--- config.mk ---
export PLATFORM = sky130hd
export DESIGN_NAME = imh_ctrl
export DESIGN_NICKNAME = d
export VERILOG_FILES = /design/src/hdl/imh_pkg.sv /design/src/hdl/imh_ctrl.sv
export SDC_FILE = /design/constraint.sdc
export NUM_CORES = 1
export LEC_CHECK = 0
export BUFFER_PORTS_ARGS = -buffer_cell sky130_fd_sc_hd__buf_2
export CORE_MARGIN = 2
export CORE_UTILIZATION = 46
export CTS_CLUSTER_SIZE = 20
export DETAILED_ROUTE_END_ITERATION = 10
export PLACE_DENSITY = 0.74
export SKIP_LAST_GASP = 1
export SYNTH_ARGS = -nofsm -noshare
export SYNTH_HDL_FRONTEND = slang
export SYNTH_SLANG_ARGS = --single-unit
export TNS_END_PERCENT = 50
--- constraint.sdc ---
create_clock -name clk -period 1.1 [get_ports clk]
set_input_delay 0.055 -clock clk [delete_from_list [all_inputs] [get_ports clk]]
set_output_delay 0.055 -clock clk [all_outputs]
set_load 0.05 [all_outputs]
--- src/hdl/imh_pkg.sv ---
// Package for the indexed min-heap: status codes, FSM states, command/status structs.
// No dependencies.
`default_nettype none
package imh_pkg;
    localparam int HEAP_CAPACITY_DEF = 1024;
    localparam int KEY_SPACE_DEF     = 1024;
    localparam int PRIORITY_BITS_DEF = 32;

    localparam int KEY_W    = 10;
    localparam int PRIO_W   = 32;
    localparam int STATUS_W = 3;
    localparam int COUNT_W  = 11;

    typedef enum logic [STATUS_W-1:0] {
        ST_INSERTED = 3'd0,
        ST_PRESENT  = 3'd1,
        ST_FULL     = 3'd2,
        ST_POPPED   = 3'd3,
        ST_EMPTY    = 3'd4
    } status_t;

    typedef enum logic [4:0] {
        S_CLEAR,
        S_IDLE,
        S_LOOKUP,
        S_DECIDE,
        S_UP_RD,
        S_UP_WAIT,
        S_UP_CMP,
        S_POP_RD,
        S_POP_MOVE,
        S_DN_RD,
        S_DN_WAIT,
        S_DN_CMP,
        S_DN_WR,
        S_POP_FIX,
        S_ROOT_RD,
        S_ROOT_WAIT,
        S_DONE
    } state_t;

    typedef enum logic [3:0] {
        C_NONE,
        C_CLEAR,
        C_LATCH,
        C_LOOKUP,
        C_DECIDE,
        C_UP_RD,
        C_UP_CMP,
        C_POP_RD,
        C_POP_MOVE,
        C_DN_RD,
        C_DN_CMP,
        C_DN_WR,
        C_POP_FIX,
        C_ROOT_RD,
        C_RESULT
    } cmd_op_t;

    typedef struct packed {
        cmd_op_t op;
    } imh_cmd_t;

    typedef struct packed {
        logic clear_done;
        logic is_pop;
        logic present;
        logic full;
        logic empty;
        logic up_done;
        logic up_swap;
        logic dn_swap;
    } imh_stat_t;
endpackage
`default_nettype wire

--- src/hdl/imh_ctrl.sv ---
// Controller FSM for the indexed min-heap; sequences clear, lookup, sift up/down.
// Depends on imh_pkg.
`default_nettype none
module imh_ctrl
    import imh_pkg::*;
(
    input  wire logic      clk,
    input  wire logic      rst_n,
    input  wire logic      in_valid,
    output logic           in_stall,
    output logic           out_valid,
    input  wire logic      out_stall,
    output imh_cmd_t       cmd,
    input  wire imh_stat_t stat
);
    state_t state_reg, state_next;
    logic   out_valid_reg, out_valid_next;
    logic   pres_chk_reg, pres_chk_next;

    always_ff @(posedge clk or negedge rst_n)
    begin
        if (!rst_n)
        begin
            state_reg     <= S_CLEAR;
            out_valid_reg <= 1'b0;
            pres_chk_reg  <= 1'b0;
        end
        else
        begin
            state_reg     <= state_next;
            out_valid_reg <= out_valid_next;
            pres_chk_reg  <= pres_chk_next;
        end
    end

    assign out_valid = out_valid_reg;

    always_comb
    begin
        state_next     = state_reg;
        out_valid_next = out_valid_reg && out_stall;
        pres_chk_next  = pres_chk_reg;
        cmd.op         = C_NONE;
        in_stall       = 1'b1;
        unique case (state_reg)
            S_CLEAR:
            begin
                cmd.op = C_CLEAR;
                if (stat.clear_done)
                begin
                    cmd.op = C_NONE;
                    state_next = S_IDLE;
                end
            end
            S_IDLE:
            begin
                in_stall = 1'b0;
                if (in_valid)
                begin
                    cmd.op = C_LATCH;
                    state_next = S_LOOKUP;
                end
            end
            S_LOOKUP:
            begin
                cmd.op = C_LOOKUP;
                state_next = S_DECIDE;
                pres_chk_next = 1'b1;
            end
            S_DECIDE:
            begin
                // while pres_chk is set: map read lands (C_NONE sets present); once it clears: decide
                if (pres_chk_reg)
                begin
                    pres_chk_next = 1'b0;
                end
                else
                begin
                    cmd.op = C_DECIDE;
                    if (stat.is_pop)
                        state_next = stat.empty ? S_ROOT_RD : S_POP_RD;
                    else if (stat.present)
                        state_next = S_UP_RD;
                    else if (stat.full)
                        state_next = S_ROOT_RD;
                    else
                        state_next = S_UP_RD;
                end
            end
            S_UP_RD:
            begin
                cmd.op = C_UP_RD;
                state_next = S_UP_WAIT;
            end
            S_UP_WAIT:
            begin
                state_next = S_UP_CMP;
            end
            S_UP_CMP:
            begin
                cmd.op = C_UP_CMP;
                if (!stat.up_done && stat.up_swap)
                    state_next = S_UP_RD;
                else
                    state_next = S_ROOT_RD;
            end
            S_POP_RD:
            begin
                cmd.op = C_POP_RD;
                state_next = S_POP_MOVE;
            end
            S_POP_MOVE:
            begin
                cmd.op = C_POP_MOVE;
                state_next = S_DN_RD;
            end
            S_DN_RD:
            begin
                cmd.op = C_DN_RD;
                state_next = S_DN_WAIT;
            end
            S_DN_WAIT:
            begin
                state_next = S_DN_CMP;
            end
            S_DN_CMP:
            begin
                cmd.op = C_DN_CMP;
                state_next = S_DN_WR;
            end
            S_DN_WR:
            begin
                cmd.op = C_DN_WR;
                state_next = stat.dn_swap ? S_DN_RD : S_POP_FIX;
            end
            S_POP_FIX:
            begin
                cmd.op = C_POP_FIX;
                state_next = S_ROOT_RD;
            end
            S_ROOT_RD:
            begin
                cmd.op = C_ROOT_RD;
                state_next = S_ROOT_WAIT;
            end
            S_ROOT_WAIT:
            begin
                state_next = S_DONE;
            end
            S_DONE:
            begin
                if (!out_valid_reg || !out_stall)
                begin
                    cmd.op = C_RESULT;
                    out_valid_next = 1'b1;
                    state_next = S_IDLE;
                end
            end
            default:
            begin
                state_next = S_IDLE;
            end
        endcase
    end
endmodule
`default_nettype wire

* After elaboration in Yosys (flattened, before gate mapping)
Cells that the tools add are included.
Operators by class: equality and inequality tests 20, muxes and demuxes 20, reduce and logical (&&, ||, !) cells 9
Operator list (count):
- one-hot mux 5 bit (17 select lines) | 1
- one-hot mux 4 bit (14 select lines) | 1
- equality test 5 x 4 -> 1 bit, second input constant | 8
- two-way mux 4 bit | 6
- equality test 5 x 3 -> 1 bit, second input constant | 4
- two-way mux 5 bit | 4
- equality test 5 x 2 -> 1 bit, second input constant | 2
- != test 2 bit, second input constant | 4
- two-way mux 3 bit | 2
- equality test 5 x 1 -> 1 bit, second input constant | 1
- equality test 5 bit, second input constant | 1
- logical NOT 5 bit | 1
- two-way mux 1 bit | 4
- AND reduction 4 bit | 1
- logical NOT 1 bit | 3
- logical AND 1 bit | 2
- two-way mux 2 bit | 1
- one-hot mux 1 bit (2 select lines) | 1
- nonzero test 2 bit | 1
- logical OR 1 bit | 1
Storage, ports and cells: flip-flop bits (word level) 7, input bits 12, output and inout bits 6

* Logic depth before layout (Yosys ltp)
depth after elaboration 5, gate-level depth with buffers 6, depth with buffers taken out 4

* Worst setup path before layout
No wires, ideal clock.
path type reg2out, from reg out_valid_reg, in the netlist out_valid, to out cmd[3] in the netlist's numbering, data arrival time 1.799 ns, required time 1.045 ns, setup slack -0.754 ns, cell stages (with the launch flop) 4, buffers on the path 0, path through dfrtp_1 -> a21bo_1 -> o32a_1 -> o21ai_1
RTL lines:
- start: declaration | RTL line imh_ctrl.sv:17 | logic out_valid_reg, out_valid_next;
- start signal: assignment | RTL line imh_ctrl.sv:31 | out_valid_reg <= out_valid_next;
- end: declaration | RTL line imh_ctrl.sv:13 | output imh_cmd_t cmd,

==> flow_summary.json <==
{
  "antenna_diode_count": 0,
  "clockRootBuffer": "sky130_fd_sc_hd__clkbuf_4",
  "peakVddDrop_uv": 1900,
  "cts_num_sinks": 7,
  "criticalPathCategory": "reg -> out",
  "design.final.nets": 146,
  "synthDistinctLibCells": 37,
  "place.gp.congestion": 0.873,
  "synth-edff-count": 0,
  "count_of_state_elements_after_synthesis": 7,
  "floorplan.die_area_um2": 1840,
  "h-tree-depth": 1,
  "fin_worst_hold_slack_ps": 143,
  "drive_above_1_share_pct": 53.4,
  "viasPerCell": 5.77,
  "grt_most_used_layer": "met2",
  "drtIter0Drc": 31,
  "grt.met1_usage_pct": 31.9,
  "timing_hold_violations_final": 0,
  "cts.clk_slew.worst_paths_ps": 50,
  "crit_path_start_kind": "flop",
  "gr-usage-met2_pct": 45.5,
  "worst-slew-pin-transition_ps": 282,
  "r2r_slack_ps": -410,
  "timing.critical_path.to_type": "primary output",
  "cts_tree": "yes",
  "worst-r2r-cell-count": 7,
  "setup.worst_path.start": "state_reg[4]",
  "finalCriticalPeriod_ps": 1640,
  "worstPathArrival_ps": 1580,
  "num_rows": 14,
  "number_of_remaining_drc_errors": 0,
  "die_w_um": 42.9,
  "power_leakage_nw": 0.538,
  "synthDominantCellAreaShare_pct": 25.2,
  "max_slew_margin_pct": 81.1,
  "grt_max_degree": 12,
  "dp_cells": 139,
  "yosysWarnings": 0,
  "maxCapViolations": 0,
  "grt_pass1_wl_mm": 3.53,
  "largest_register_ffs": 5,
  "use_met3_pct": 3.83,
  "pwr_dens_nw_per_um2": 3190,
  "violations": "setup timing",
  "finalSetupViolations": 12,
  "detail_route.wirelength_mm": 2.19,
  "critPathMaxFanout": 3,
  "number_of_global_route_vias_before_repair": 831,
  "worstReg2RegStart": "state_reg[1]",
  "min_delay_path_depth": 3,
  "cts_max_path_bufs": 2,
  "skew_ps": 2.41,
  "grt.total_usage_pct": 25.3,
  "timing_max_transition_violations_final": 0,
  "port_buffers": 17,
  "post_synth_instance_area_um2": 696,
  "wl_per_cell_um": 14.7,
  "layout_setup_ws_ps": -537,
  "layout_worst_path_cycle_share_pct": 149,
  "synthToLayoutAreaGrowth_pct": 65.8,
  "rsz_0062_raised_after_global_routing": "yes",
  "worstSkewPairLatency_ps": 250,
  "worstHoldPathType": "in -> reg",
  "worst_reg2reg_path_endpoint": "state_reg[0]",
  "outcome": "complete, but fails checks",
  "dr_total_vias": 860,
  "worst_min_path_start": "stat[6]",
  "mean_cell_area_of_the_mapped_netlist_um2": 8.18,
  "drt.antenna.violating_nets": 0,
  "synth_top_flop_cell": "sky130_fd_sc_hd__dfrtp_1",
  "mappedNetlistNets": 97,
  "yosysMostFrequentCell": "sky130_fd_sc_hd__nand2_1",
  "fillers": 104,
  "cts-buffers-inserted": 3,
  "postSynthCellCount": 85,
  "antenna_found_initial": 0,
  "drt_pre_antenna_iters": 4,
  "synth.cells.most_frequent": "sky130_fd_sc_hd__nand2_1, sky130_fd_sc_hd__dfrtp_1, sky130_fd_sc_hd__a21oi_1, sky130_fd_sc_hd__o21ai_0, sky130_fd_sc_hd__nand2b_1",
  "floorplan.die.height_um": 42.9,
  "clock.fmax_ghz": 0.611,
  "grt.overflow.total": 0,
  "stdcell_count": 149,
  "dp.final_hpwl_mm": 1.54,
  "worstHoldEndpoint": "state_reg[1]",
  "core_region_area_um2": 1450,
  "cp_data_required_time_ps": 1040,
  "synth_async_sr_flop_share_pct": 100,
  "initial_utilization_pct": 47.8,
  "synth_seq_area_share_pct": 25.2,
  "top_level_ports": 18,
  "synth_top_cell_by_area": "sky130_fd_sc_hd__dfrtp_1",
  "ys_top_cells_by_area": "sky130_fd_sc_hd__dfrtp_1, sky130_fd_sc_hd__nand2_1, sky130_fd_sc_hd__nand2b_1, sky130_fd_sc_hd__a21oi_1, sky130_fd_sc_hd__o21ai_0"
}
[per-stage QoR]
step / area, um2 / TNS (ps) / util [%] / setup WS, ps / power [mW]
floorplan: 757 / -1190 / - / -337 / 2.21
global placement: 1010 / -3050 / 69.4 / -361 / 2.88
detailed placement: 1010 / -3220 / 69.4 / -367 / 2.93
CTS: 1150 / -3990 / 79.3 / -487 / 3.63
global route: 1150 / -5040 / 79.3 / -604 / 3.87
finish: 1150 / -4360 / 79.3 / -537 / 3.68
[cell type report]
class	count	area (um2)	area share (%)
sequential	7	178	15.4
clock buffer	4	26.3	2.28
multi-input combinational	68	533	46.2
inverter	3	11.3	0.976
timing repair buffer	51	385	33.4
tap	16	20.0	1.74
[timing repair]
item | 4_1_cts | 5_1_grt
hold buffers | 1 | 0
buffers inserted | 5 | 0
pin swaps | 8 | 0
resized for setup | 19 | 0
hold endpoints to repair | 7 | 0
endpoints found under the setup margin | 12 | 12
[worst max-delay path: stages, from the launching register on]
cell	delay (ps)
sky130_fd_sc_hd__dfrtp_1	380
sky130_fd_sc_hd__a21bo_1	240
sky130_fd_sc_hd__o32ai_2	250
sky130_fd_sc_hd__nand2b_1	190
sky130_fd_sc_hd__o21ai_4	100
sky130_fd_sc_hd__buf_6	170
[worst max path at each step]
stage,depth (start not counted),slack (ps),to
5_1_grt,5,-600,cmd[2]
6_report,5,-540,cmd[2]
3_5_place_dp,5,-370,cmd[1]
2_1_floorplan,3,-340,cmd[3]
3_3_place_gp,5,-360,cmd[2]
4_1_cts,5,-490,cmd[1]
[per-layer routing]
| layer | wire length (um) | vias to the layer above |
|---|---|---|
| li1 | - | 410 |
| met1 | 920 | 416 |
| met2 | 1160 | 30 |
| met3 | 88 | 4 |
| met4 | 19 | 0 |
| met5 | 0 | - |
[report_power, final]
part | internal (mW) | total (mW) | switching [mW]
combinational | 1.48 | 3.02 | 1.54
sequential | 0.349 | 0.432 | 0.0829
clock | 0.138 | 0.229 | 0.0904
[kinds of logic after synthesis]
group | count (synthesis) | share of synthesized area [%]
buffers and inverters | 10 | 9.89
muxes | 1 | 1.62
DFF | 7 | 25.2
and+or+nand+nor | 32 | 28.8
AOI/OAI and AO/OA | 35 | 34.5
[cell usage in the layout, fill, tap and decap left out, types with 2 or more instances in the layout]
cell type,count
sky130_fd_sc_hd__buf_4,30
sky130_fd_sc_hd__a21o_1,3
sky130_fd_sc_hd__inv_1,3
sky130_fd_sc_hd__nor2_1,2
sky130_fd_sc_hd__a32oi_1,2
sky130_fd_sc_hd__o21ai_4,3
sky130_fd_sc_hd__nand3_1,4
sky130_fd_sc_hd__dfrtp_1,5
sky130_fd_sc_hd__dfrtp_2,2
sky130_fd_sc_hd__buf_6,8
sky130_fd_sc_hd__nand2b_1,5
sky130_fd_sc_hd__a2bb2oi_2,2
sky130_fd_sc_hd__nand2_1,8
sky130_fd_sc_hd__buf_2,12
sky130_fd_sc_hd__a21oi_1,5
sky130_fd_sc_hd__clkbuf_4,3
sky130_fd_sc_hd__o21ai_0,6
Power figures use the tool's default switching activity.
